**config.mk**
```make
export PLATFORM = sky130hd
export DESIGN_NAME = midi_message_batcher
export DESIGN_NICKNAME = d
export VERILOG_FILES = /design/src/hw/rtl/mmb_pkg.sv /design/src/hw/rtl/midi_message_batcher.sv /design/src/hw/rtl/mmb_ram.sv /design/src/hw/rtl/mmb_datapath.sv /design/src/hw/rtl/mmb_ctrl.sv
export SDC_FILE = /design/constraint.sdc
export NUM_CORES = 1
export LEC_CHECK = 0
export BUFFER_PORTS_ARGS = -buffer_cell sky130_fd_sc_hd__buf_2
export CORE_ASPECT_RATIO = 1.4
export CORE_MARGIN = 1.5
export CORE_UTILIZATION = 25
export CTS_CLUSTER_DIAMETER = 50
export CTS_CLUSTER_SIZE = 12
export DETAILED_ROUTE_END_ITERATION = 7
export GPL_ROUTABILITY_DRIVEN = 0
export GPL_TIMING_DRIVEN = 0
export PLACE_DENSITY = 0.45
export RECOVER_POWER = 50
export SLEW_MARGIN = 5
export SYNTH_ARGS = -nofsm -noshare
export SYNTH_HDL_FRONTEND = slang
export SYNTH_SLANG_ARGS = --single-unit
```
**constraint.sdc**
```tcl
create_clock -name clk -period 4.3 [get_ports clk]
set_input_delay 0 -clock clk [delete_from_list [all_inputs] [get_ports clk]]
set_output_delay 0 -clock clk [all_outputs]
set_load 0.005 [all_outputs]
```
**src/hw/rtl/mmb_pkg.sv**
```systemverilog
// ----------------------------------------------------------------------------
// mmb_pkg: shared types, constants and status decode for the MIDI batcher
// Holds field widths, register indexes, status byte codes and the
// controller/datapath command and status structs.
// ----------------------------------------------------------------------------
`default_nettype none

package mmb_pkg;

  // Field widths
  localparam int BYTE_W      = 8;
  localparam int MSG_LIMIT_W = 7;
  localparam int SYSEX_W     = 10;
  localparam int LEN_OUT_W   = 7;
  localparam int CFG_IDX_W   = 1;
  localparam int CFG_DATA_W  = 10;

  // Default buffer depth
  localparam int DEFAULT_BUFFER_DEPTH = 64;

  // Register indexes
  localparam logic [CFG_IDX_W-1:0] REG_MESSAGE_LIMIT    = 1'b0;
  localparam logic [CFG_IDX_W-1:0] REG_SYSEX_DATA_LIMIT = 1'b1;

  // Register reset values
  localparam logic [MSG_LIMIT_W-1:0] MESSAGE_LIMIT_RST    = 7'd16;
  localparam logic [SYSEX_W-1:0]     SYSEX_DATA_LIMIT_RST = 10'd128;

  // Input command codes
  localparam logic CMD_BYTE = 1'b0;
  localparam logic CMD_IDLE = 1'b1;

  // Tally saturation
  localparam logic [MSG_LIMIT_W-1:0] TALLY_MAX = 7'd127;

  // Status byte codes
  localparam logic [BYTE_W-1:0] ST_SYSTEM_FIRST = 8'hF0;
  localparam logic [BYTE_W-1:0] ST_SYSEX        = 8'hF0;
  localparam logic [BYTE_W-1:0] ST_MTC_QFRAME   = 8'hF1;
  localparam logic [BYTE_W-1:0] ST_SONG_POS     = 8'hF2;
  localparam logic [BYTE_W-1:0] ST_SONG_SELECT  = 8'hF3;
  localparam logic [BYTE_W-1:0] ST_UNDEF_F4     = 8'hF4;
  localparam logic [BYTE_W-1:0] ST_UNDEF_F5     = 8'hF5;
  localparam logic [BYTE_W-1:0] ST_UNDEF_F9     = 8'hF9;
  localparam logic [BYTE_W-1:0] ST_UNDEF_FD     = 8'hFD;
  localparam logic [3:0]        ST_PROG_CHANGE  = 4'hC;
  localparam logic [3:0]        ST_CHAN_PRESS   = 4'hD;

  localparam logic [SYSEX_W:0]  SYSEX_EXTRA     = 11'd3;
  localparam logic [SYSEX_W-1:0] SYSEX_SAT      = 10'd1023;

  // Decoded status byte
  typedef struct packed {
    logic               drop;
    logic [SYSEX_W-1:0] count;
  } status_info_t;

  // Controller to datapath
  typedef struct packed {
    logic take;   // apply the accepted transaction
    logic start;  // begin batch readout at entry 0
    logic step;   // advance readout index
    logic clear;  // batch done: clear length, tally, open flag
  } dp_cmd_t;

  // Datapath to controller
  typedef struct packed {
    logic emit_req;   // current transaction closes the batch
    logic last_item;  // readout index is on the final result
  } dp_stat_t;

  // Expected data count for a status byte, or drop
  function automatic status_info_t status_decode(input logic [BYTE_W-1:0]  b,
                                                 input logic [SYSEX_W-1:0] sysex_limit);
    status_info_t     info;
    logic [SYSEX_W:0] s;
    info.drop  = 1'b0;
    info.count = '0;
    s = {1'b0, sysex_limit} + SYSEX_EXTRA;
    if (b < ST_SYSTEM_FIRST) begin
      case (b[7:4])
        ST_PROG_CHANGE, ST_CHAN_PRESS: info.count = 10'd1;
        default:                       info.count = 10'd2;
      endcase
    end else begin
      case (b)
        ST_SYSEX:                      info.count = s[SYSEX_W] ? SYSEX_SAT : s[SYSEX_W-1:0];
        ST_MTC_QFRAME, ST_SONG_SELECT: info.count = 10'd1;
        ST_SONG_POS:                   info.count = 10'd2;
        ST_UNDEF_F4, ST_UNDEF_F5,
        ST_UNDEF_F9, ST_UNDEF_FD:      info.drop  = 1'b1;
        default:                       info.count = '0;
      endcase
    end
    return info;
  endfunction

endpackage

`default_nettype wire

```
**src/hw/rtl/midi_message_batcher.sv**
```systemverilog
// ----------------------------------------------------------------------------
// midi_message_batcher: MIDI byte parser and message batcher
// Gathers kept MIDI message bytes into a buffer and emits them as a batch.
//
//   channel  dir  handshake              payload
//   input    in   in_valid / in_stall    command, rx_byte
//   result   out  out_valid / out_stall  out_byte, byte_valid, batch_length, last
//   config   in   cfg_write              cfg_index, cfg_data
//
// A transaction that closes no batch leaves the controller idle. A closing one
// then streams the batch: each result takes a buffer RAM read, then a show,
// and the show holds while the output stalls; an empty batch shows one result.
// Reset is synchronous; it clears the parser state and loads register defaults.
// Input is stalled for the whole readout; a stalled result holds.
// ----------------------------------------------------------------------------
`default_nettype none

module midi_message_batcher import mmb_pkg::*; #(
  parameter int BUFFER_DEPTH = DEFAULT_BUFFER_DEPTH
) (
  input  wire logic                  clk,
  input  wire logic                  rst,
  input  wire logic                  cfg_write,
  input  wire logic [CFG_IDX_W-1:0]  cfg_index,
  input  wire logic [CFG_DATA_W-1:0] cfg_data,
  input  wire logic                  in_valid,
  output logic                       in_stall,
  input  wire logic                  command,
  input  wire logic [BYTE_W-1:0]     rx_byte,
  output logic                       out_valid,
  input  wire logic                  out_stall,
  output logic [BYTE_W-1:0]          out_byte,
  output logic                       byte_valid,
  output logic [LEN_OUT_W-1:0]       batch_length,
  output logic                       last
);

  dp_cmd_t  cmd;
  dp_stat_t stat;

  mmb_ctrl u_ctrl (
    .clk       (clk),
    .rst       (rst),
    .in_valid  (in_valid),
    .in_stall  (in_stall),
    .out_valid (out_valid),
    .out_stall (out_stall),
    .stat      (stat),
    .cmd       (cmd)
  );

  mmb_datapath #(
    .BUFFER_DEPTH (BUFFER_DEPTH)
  ) u_dp (
    .clk          (clk),
    .rst          (rst),
    .cfg_write    (cfg_write),
    .cfg_index    (cfg_index),
    .cfg_data     (cfg_data),
    .command      (command),
    .rx_byte      (rx_byte),
    .cmd          (cmd),
    .stat         (stat),
    .out_byte     (out_byte),
    .byte_valid   (byte_valid),
    .batch_length (batch_length)
  );

  // Final result flag of the batch
  assign last = stat.last_item;

endmodule

`default_nettype wire

```
**src/hw/rtl/mmb_ram.sv**
```systemverilog
// ----------------------------------------------------------------------------
// mmb_ram: generic single-write, single-read RAM
// One write port, one read port with registered read data.
// ----------------------------------------------------------------------------
`default_nettype none

module mmb_ram #(
  parameter int WIDTH = 8,
  parameter int DEPTH = 64
) (
  input  wire logic                     clk,
  input  wire logic                     we,
  input  wire logic [$clog2(DEPTH)-1:0] waddr,
  input  wire logic [WIDTH-1:0]         wdata,
  input  wire logic [$clog2(DEPTH)-1:0] raddr,
  output logic      [WIDTH-1:0]         rdata
);

  logic [WIDTH-1:0] mem [DEPTH];

  // Write port and registered read
  always_ff @(posedge clk) begin
    if (we) begin
      mem[waddr] <= wdata;
    end
    rdata <= mem[raddr];
  end

endmodule

`default_nettype wire

```
**src/hw/rtl/mmb_datapath.sv**
```systemverilog
// ----------------------------------------------------------------------------
// mmb_datapath: message parsing state, batch buffer and readout
// Tracks expected data count, message tally and stored length, writes kept
// bytes into the buffer RAM and walks it on command during emission.
// ----------------------------------------------------------------------------
`default_nettype none

module mmb_datapath import mmb_pkg::*; #(
  parameter int BUFFER_DEPTH = DEFAULT_BUFFER_DEPTH
) (
  input  wire logic                  clk,
  input  wire logic                  rst,
  input  wire logic                  cfg_write,
  input  wire logic [CFG_IDX_W-1:0]  cfg_index,
  input  wire logic [CFG_DATA_W-1:0] cfg_data,
  input  wire logic                  command,
  input  wire logic [BYTE_W-1:0]     rx_byte,
  input  wire dp_cmd_t               cmd,
  output dp_stat_t                   stat,
  output logic [BYTE_W-1:0]          out_byte,
  output logic                       byte_valid,
  output logic [LEN_OUT_W-1:0]       batch_length
);

  localparam int AW = $clog2(BUFFER_DEPTH);
  localparam int LW = $clog2(BUFFER_DEPTH + 1);
  localparam logic [LW-1:0] DEPTH_LEN = LW'(BUFFER_DEPTH);

  // Configuration registers
  logic [MSG_LIMIT_W-1:0] message_limit;
  logic [SYSEX_W-1:0]     sysex_data_limit;

  // Parser state
  logic [LW-1:0]          stored_length;
  logic [MSG_LIMIT_W-1:0] message_tally;
  logic [SYSEX_W-1:0]     expected_data;
  logic                   batch_open;
  logic [AW-1:0]          rd_idx;

  // Next-value terms for a received byte
  status_info_t           info;
  logic                   is_status;
  logic                   keep;
  logic                   room;
  logic [SYSEX_W-1:0]     expected_next;
  logic [LW-1:0]          length_next;
  logic [MSG_LIMIT_W-1:0] tally_next;
  logic                   byte_emit;
  logic                   idle_emit;
  logic [BYTE_W-1:0]      ram_rdata;

  always_ff @(posedge clk) begin
    if (rst) begin
      message_limit    <= MESSAGE_LIMIT_RST;
      sysex_data_limit <= SYSEX_DATA_LIMIT_RST;
    end else if (cfg_write) begin
      case (cfg_index)
        REG_MESSAGE_LIMIT:    message_limit    <= cfg_data[MSG_LIMIT_W-1:0];
        REG_SYSEX_DATA_LIMIT: sysex_data_limit <= cfg_data[SYSEX_W-1:0];
        default: ;
      endcase
    end
  end

  // Byte decode and next state
  always_comb begin
    info      = status_decode(rx_byte, sysex_data_limit);
    is_status = rx_byte[BYTE_W-1];
    room      = (stored_length < DEPTH_LEN);
    keep      = is_status ? !info.drop : (expected_data != '0);
    if (is_status && !info.drop) begin
      expected_next = info.count;
    end else if (!is_status && expected_data != '0) begin
      expected_next = expected_data - 1'b1;
    end else begin
      expected_next = expected_data;
    end
    length_next = (keep && room) ? stored_length + 1'b1 : stored_length;
    tally_next  = (expected_next == '0 && message_tally < TALLY_MAX) ?
                  message_tally + 1'b1 : message_tally;
    byte_emit   = (length_next >= DEPTH_LEN) || (tally_next >= message_limit);
    idle_emit   = batch_open && (expected_data == '0);
  end

  assign stat.emit_req  = (command == CMD_IDLE) ? idle_emit : byte_emit;
  assign stat.last_item = (stored_length == '0) || (LW'(rd_idx) + 1'b1 == stored_length);

  // Parser registers
  always_ff @(posedge clk) begin
    if (rst) begin
      stored_length <= '0;
      message_tally <= '0;
      expected_data <= '0;
      batch_open    <= 1'b0;
    end else if (cmd.clear) begin
      stored_length <= '0;
      message_tally <= '0;
      batch_open    <= 1'b0;
    end else if (cmd.take && command == CMD_BYTE) begin
      stored_length <= length_next;
      message_tally <= tally_next;
      expected_data <= expected_next;
      batch_open    <= 1'b1;
    end
  end

  // Readout index
  always_ff @(posedge clk) begin
    if (rst || cmd.start) begin
      rd_idx <= '0;
    end else if (cmd.step) begin
      rd_idx <= rd_idx + 1'b1;
    end
  end

  mmb_ram #(
    .WIDTH (BYTE_W),
    .DEPTH (BUFFER_DEPTH)
  ) u_store (
    .clk   (clk),
    .we    (cmd.take && command == CMD_BYTE && keep && room),
    .waddr (stored_length[AW-1:0]),
    .wdata (rx_byte),
    .raddr (rd_idx),
    .rdata (ram_rdata)
  );

  // Result fields; an empty batch shows a zero byte
  assign byte_valid   = (stored_length != '0);
  assign out_byte     = byte_valid ? ram_rdata : '0;
  assign batch_length = LEN_OUT_W'(stored_length);

  // Buffer never overfills
  a_len_bound: assert property (@(posedge clk) disable iff (rst)
    stored_length <= DEPTH_LEN)
    else $error("stored length beyond buffer depth");

endmodule

`default_nettype wire

```
**src/hw/rtl/mmb_ctrl.sv**
```systemverilog
// ----------------------------------------------------------------------------
// mmb_ctrl: batcher controller
// Accepts one transaction at a time; after one that closes a batch it walks
// the batch out one result per read/show pair before returning to idle.
// ----------------------------------------------------------------------------
`default_nettype none

module mmb_ctrl import mmb_pkg::*; (
  input  wire logic     clk,
  input  wire logic     rst,
  input  wire logic     in_valid,
  output logic          in_stall,
  output logic          out_valid,
  input  wire logic     out_stall,
  input  wire dp_stat_t stat,
  output dp_cmd_t       cmd
);

  localparam logic [1:0] S_IDLE = 2'd0;
  localparam logic [1:0] S_READ = 2'd1;
  localparam logic [1:0] S_SHOW = 2'd2;

  logic [1:0] state;
  logic [1:0] state_next;
  logic       in_take;
  logic       out_take;

  assign in_stall  = rst || (state != S_IDLE);
  assign out_valid = (state == S_SHOW);
  assign in_take   = in_valid && !in_stall;
  assign out_take  = out_valid && !out_stall;

  // Next state and commands
  always_comb begin
    state_next = state;
    cmd        = '0;
    case (state)
      S_IDLE: begin
        if (in_take) begin
          cmd.take = 1'b1;
          if (stat.emit_req) begin
            cmd.start  = 1'b1;
            state_next = S_READ;
          end
        end
      end
      S_READ: state_next = S_SHOW;
      S_SHOW: begin
        if (out_take) begin
          if (stat.last_item) begin
            cmd.clear  = 1'b1;
            state_next = S_IDLE;
          end else begin
            cmd.step   = 1'b1;
            state_next = S_READ;
          end
        end
      end
      default: state_next = S_IDLE;
    endcase
  end

  always_ff @(posedge clk) begin
    if (rst) begin
      state <= S_IDLE;
    end else begin
      state <= state_next;
    end
  end

  a_read_show: assert property (@(posedge clk) disable iff (rst)
    state == S_READ |=> state == S_SHOW)
    else $error("read not followed by show");

  a_last_idle: assert property (@(posedge clk) disable iff (rst)
    (out_take && stat.last_item) |=> (state == S_IDLE && !out_valid))
    else $error("batch did not close after last result");

  a_no_overlap: assert property (@(posedge clk) disable iff (rst)
    out_valid |-> in_stall)
    else $error("input taken during batch readout");

endmodule

`default_nettype wire
```
==> metrics.txt, run 1 <==
Cells after Synth 1263; area occupied by multi-input gates 0.00666 mm2; dpl cell area around 0.025 mm2; post-synthesis async set-or-reset flop share 0%; Worst VDD drop roughly 0.27 mV; Synth Cell Area 0.0233 mm2; antenna-violating nets left 0; First-pass DRT Iterations 4; synth top area cells edfxtp_1, mux4_2, dfxtp_1; Clock Latency Late Sink 0.62 ns; Hold Path Depth 1; maximum buffer depth of the clock tree 3; unique cell type count in the Yosys netlist 65; violated checks hold timing, capacitance limit, slew limit; Synth Flop Type edfxtp_1; Post-synth EDFFs a little over 500; number of global-route vias before repair between 10k and 15k; core box area between 0.09 and 0.1 mm2; share of layout cells above drive strength 1 a little over a quarter; Worst-path clk slew around 0.060 ns; post-route cell area approximately 0.027 mm2; TritonCTS clock tree yes; leading area contributor after synthesis edfxtp_1; Setup crit end kind flip-flop; via count between 10k and 15k; Slew Viols, Final 38; Placement Setup Slack -1.05 ns; setup ws final 0.0722 ns; CP startpoint kind flip-flop; Worst Hold Launch rx_byte[1]; die width 261 um; Max-Cap Viols 1; HP Class in2reg; Crit path required time between 4 and 5 ns; Worst EP arrival between 4 and 5 ns; antenna violations before repair 1; Overall Power 11.3 mW; root buffer cell clkbuf_16; outcome finished with violations; R2R depth 6; worst flop-to-flop path startpoint u_ctrl.state[0]; main combinational cell family by area after synthesis multiplexers; DIE HEIGHT 364 um; GRT overflow 0; post-synth top area share about 66%; RSZ-0062 raised after global routing true; Layout Nets approximately 1.4k; Reg2Reg Setup Slack 0.07 ns; Fill cells roughly 9k; post-synthesis xor/xnor area fraction less than 1%; most frequent cells in the layout edfxtp_1, mux4_2, clkbuf_16, clkbuf_1, dfxtp_1; Port Buffer Count 43; DR iter-0 viols approximately 740; WS Path Type reg2reg; FF+latch area 0.0165 mm2; clock buffer count from CTS 58; final period utilization 98.3%; post-DP HPWL slightly above 40000 um; GRT Total Usage a little over an eighth; min cycle time layout approximately 4.2 ns; Worst Tran Pin Value about 1.8 ns; Synth Area in Compound Gates 2.96%; Via density about 4.6; routed wire length about 60000 um; H-tree depth 2; Post-Synth Simple-Gate Area about 6.0%; Crit Path Max Fanout 10; # clock sinks 570; sequential share of the synthesized area between 70 and 80%; die area 0.0949 mm2; Std-Cell Rows between 100 and 150; relative slew slack -19.8%; Adder-Cell Fraction of Synth Area less than 1%; Hold WS -0.0135 ns; first-pass GRT wire length 89600 um; area added between synthesis and finish 17.6%; Hold Vio Cnt, Final 19; # IOs 44; drc violations 0; syn_area_per_cell roughly 18 um2; YS warnings 0; FF-to-FF End u_dp.u_store.mem[0][4]; mux contribution to synthesized area between 15 and 20%; count of final setup violators 0; synthesis-stage register bit count 570; most common cell after layout, fill and taps aside edfxtp_1; pin count of the biggest net entering global routing 71; clock skew ~0.012 ns; post-DR wirelength/cell 23.3 um; achievable frequency approximately 240 MHz; PwrDens between 400 and 500 mW/mm2; Min-Delay Endpoint u_dp.u_store.mem[22][1]; Leak between 8 and 9 nW; Initial Util between 20% and 30%; syn nets around 1.3k; ant diodes 0; total negative setup slack 0 ns
-- timing repair --
item | 4_1_cts | 5_1_grt
gates cloned | 0 | 0
setup endpoints to repair | 519 | 423
pin swaps | 4 | 8
hold buffers | 23 | 3
resized for setup | 33 | 56
buffers inserted | 4 | 5
endpoints found under the hold margin | 93 | 15
-- metrics by stage --
stage,instances,utilization (%)
finish,2636,29.6
global route,2636,29.6
CTS,2628,29.4
detailed placement,2512,27.1
global placement,2512,27.1
floorplan,1263,-
-- cell usage after synthesis, drive strengths merged (10+ instances only) --
| cell | number |
|---|---|
| a21oi | 38 |
| and2 | 11 |
| and3 | 10 |
| buf | 24 |
| clkbuf | 43 |
| dfxtp | 58 |
| edfxtp | 512 |
| ha | 13 |
| inv | 24 |
| mux2i | 10 |
| mux4 | 168 |
| nand2 | 46 |
| nand3 | 16 |
| nor2 | 105 |
| nor3 | 15 |
| o21ai | 32 |
| xnor2 | 10 |
| xor2 | 14 |
-- worst max path at each step --
stage                               start                 endpoint  slack, ns  depth (start not counted)
floorplan           u_dp.expected_data[1]           u_dp.rd_idx[3]       0.12                         18
global placement               rx_byte[3]           u_dp.rd_idx[3]      -1.12                         16
detailed placement             rx_byte[7]           u_dp.rd_idx[3]      -1.05                         16
CTS                       u_ctrl.state[0]  u_dp.u_store.mem[33][0]      -0.02                          6
global route              u_ctrl.state[0]  u_dp.u_store.mem[32][7]      -0.26                          6
finish                    u_ctrl.state[0]   u_dp.u_store.mem[0][4]       0.07                          6
-- layer usage --
| layer | part of all wire [%] | global-route usage, % | vias to the layer above |
|---|---|---|---|
| li1 | - | - | 5386 |
| met1 | 40 | 15.4 | 6360 |
| met2 | 52 | 23.5 | 258 |
| met3 | 3.9 | 1.98 | 99 |
| met4 | 4.4 | 5.69 | 0 |
| met5 | 0 | 0 | - |
-- kinds of logic (layout without fill, tap and decap cells) --
kind of cell             count (synthesis)  after routing
AO/OA/AOI/OAI                          111            111
XOR/XNOR                                24             24
adder cells (fa/ha/maj)                 13             13
buffers and inverters                   91            258
flip-flops                             570            570
multiplexers                           180            180
AND/OR/NAND/NOR                        274            274
-- state kept, by name (all words and copies together) (netlist names), named ones only --
name and count:
u_dp.u_store.mem 512, u_dp.expected_data 10, u_dp.sysex_data_limit 10, u_dp.u_store.rdata 8, u_dp.message_limit 7, u_dp.message_tally 7, u_dp.rd_idx 6, u_dp.batch_length 4
u_ctrl.state 2, u_dp.batch_open 1
-- cell type report --
class	instances	area share [%]
Buffer	66	0.992
Clock buffer	75	5.65
Tap cell	1206	5.52
Multi-Input combinational cell	602	24.3
Inverter	24	0.329
Sequential cell	570	60.4
Timing Repair Buffer	78	2.04
Clock inverter	15	0.713
-- power breakdown --
group | internal (mW) | total (mW) | switching (mW)
Combinational | 0.142 | 0.399 | 0.257
Clock | 2.74 | 4.85 | 2.10
Sequential | 6.05 | 6.06 | 0.0169
Total | 8.93 | 11.3 | 2.38
-- critical path, stage by stage (launching register included) --
cell and delay (ns):
dfxtp_1 0.36, nor3_1 0.61, nand3b_1 0.52, nor4_2 0.56, nor2b_1 0.35, nand2_1 0.58
nor2_1 0.87
No activity file was read; power rests on OpenSTA's default activity.
==> run 2: changes to the inputs <==
- CTS_BUF_LIST: unset -> sky130_fd_sc_hd__clkbuf_2
==> run 2 against run 1 <==
Against the previous run: the run ends with capacitance limit, slew limit left; fmax is 1.6% higher; routed wire length grew 1.8%; sequential share of layout area up 1.4 points; first-iteration DRC count shrank 0.67%; cell count rose by 2.4%; die area unchanged; count of clock-buffer cells in the layout fell by 1; sequential power about the same; sequential cell count unchanged.
==> metrics.txt, run 2 (synthesized netlist as in run 1, its figures left out) <==
clock buffer count from CTS 58 (unchanged); RSZ-0062 raised after global routing true (unchanged); critical path launch point u_dp.expected_data[1] (was u_ctrl.state[0]); # IOs 44 (unchanged); Initial Util 25.2% (unchanged); H-tree depth 2 (unchanged); Leak 7.91 nW (was 8.16 nW); total negative setup slack 0 ns (unchanged); relative slew slack -112% (was -19.8%); Slew Viols, Final 390 (was 38); routed wire length 62600 um (was 61500 um); maximum buffer depth of the clock tree 3 (unchanged); GRT overflow 0 (unchanged); Crit Path Max Fanout 7 (was 10); area added between synthesis and finish 14.9% (was 17.6%); pin count of the biggest net entering global routing 71 (unchanged); Worst Hold Launch out_stall (was rx_byte[1]); busiest grt layer met2 (unchanged); clock skew 0.0696 ns (was 0.0121 ns); share of layout cells above drive strength 1 27.0% (was 27.3%); post-DR wirelength/cell 23.2 um (was 23.3 um); Layout Nets 1496 (was 1438); Largest register FFs 512 (unchanged); count of final setup violators 0 (unchanged); via count 12.4k (was 12.1k); Overall Power 9.08 mW (was 11.3 mW); achievable frequency 240 MHz (was 237 MHz); Worst-path clk slew 0.20 ns (was 0.06 ns); TritonCTS clock tree yes (unchanged); met1 GRT Util 15.3% (was 15.4%); WS Path Type reg2reg (unchanged); GRT Total Usage 13.1% (about the same); Setup crit end kind flip-flop (unchanged); most common cell after layout, fill and taps aside edfxtp_1 (unchanged); most frequent cells in the layout edfxtp_1, mux4_2, dlygate4sd3_1, clkbuf_2, dfxtp_1 (was edfxtp_1, mux4_2, clkbuf_16, clkbuf_1, dfxtp_1); worst flop-to-flop path startpoint u_dp.expected_data[1] (was u_ctrl.state[0]); die width 261 um (unchanged); Port Buffer Count 43 (unchanged); # clock sinks 570 (unchanged); DR iter-0 viols 736 (was 741); number of global-route vias before repair 13.0k (was 12.9k); Worst EP arrival 5.26 ns (was 4.48 ns); DIE HEIGHT 364 um (unchanged); Biggest register u_dp.u_store.mem (unchanged); core box area 0.0923 mm2 (unchanged); root buffer cell clkbuf_2 (was clkbuf_16); PwrDens 340 mW/mm2 (was 413 mW/mm2); Max-Cap Viols 6 (was 1); Std-Cell Rows 132 (unchanged); First-pass DRT Iterations 5 (was 4); die area 0.0949 mm2 (unchanged); outcome finished with violations (unchanged); Crit path required time 5.40 ns (was 4.55 ns); Via density 4.59 (about the same); met2 Use GR 23.9% (was 23.5%); CP startpoint kind flip-flop (unchanged); post-DP HPWL 40300 um (unchanged); drc violations 0 (unchanged); min cycle time layout 4.16 ns (was 4.23 ns); HP Class in2reg (unchanged); Clock Latency Late Sink 1.21 ns (was 0.62 ns); antenna violations before repair 2 (was 1); Worst Tran Pin Value 3.19 ns (was 1.80 ns); violated checks capacitance limit, slew limit (was hold timing, capacitance limit, slew limit); first-pass GRT wire length 89800 um (was 89600 um); biggest regs u_dp.u_store.mem x512, u_dp.expected_data x10, u_dp.sysex_data_limit x10 (unchanged); final period utilization 96.8% (was 98.3%); Worst VDD drop 0.187 mV (was 0.273 mV); antenna-violating nets left 0 (unchanged); grt met3 use 1.93% (was 1.98%); Hold Vio Cnt, Final 0 (was 19)
run 2: what timing repair did:
action                                  4_1_cts  5_1_grt
endpoints found under the setup margin      527      453
buffers inserted                              3        8
endpoints found under the hold margin       562      382
pin swaps                                     4       11
hold buffers                                 73       10
resized for setup                            30       62
cloned                                        0        0
run 2: layout make-up:
cell class	instances	area, um2
diodes	5	12.5
plain buffers	65	270
clock buffers	74	370
clock inverters	16	194
fillers	9144	65600
inverters	24	90.1
multi-input cells	602	6670
flip-flops and latches	570	16500
well taps	1206	1510
repair buffers	137	1090
run 2: through the flow:
step / utilization (%) / setup WS [ns] / cell area [um2] / hold slack [ns] / std cells
after floorplan: - / 0.120 / 23300 / 0.0989 / 1263
after global placement: 27.1 / -1.12 / 25000 / 0.218 / 2512
after detailed placement: 27.1 / -1.05 / 25000 / 0.230 / 2512
after CTS: 28.7 / -0.0491 / 26500 / 0.00983 / 2676
after global routing: 29.0 / -0.0882 / 26700 / 0.124 / 2696
final: 29.0 / 0.139 / 26700 / 0.193 / 2699
run 2: power breakdown:
group / switching [mW] / internal (mW)
clock: 1.85 / 0.720
sequential: 0.0165 / 6.05
combinational: 0.268 / 0.169
total: 2.14 / 6.94
run 2: per-layer routing:
metal  wire, um  part of all wire [%]
met1      24600                    39
met2      33300                    53
met3       2240                   3.6
met4       2400                   3.8
met5          0                     0
run 2: critical path: stages (launching register included):
cell,delay (ns)
dfxtp_2,0.38
inv_2,0.08
ha_4,0.16
or4b_4,0.51
or4_4,0.47
o211ai_1,0.34
a221oi_2,0.15
nor4b_4,0.21
buf_4,0.18
buf_6,0.12
and4_1,0.19
xor2_1,0.15
ha_1,0.31
a21oi_2,0.13
o211a_1,0.24
a21oi_2,0.09
or2_4,0.28
nor2_1,0.10
run 2: worst paths after layout:
kind	end	slack, ns	cells past startpoint
setup / recovery	u_dp.rd_idx[0]	0.14	17
hold / removal	u_ctrl.state[1]	0.19	5
setup reg to reg	u_dp.rd_idx[0]	0.14	17
hold reg to reg	u_dp.batch_open	0.50	2
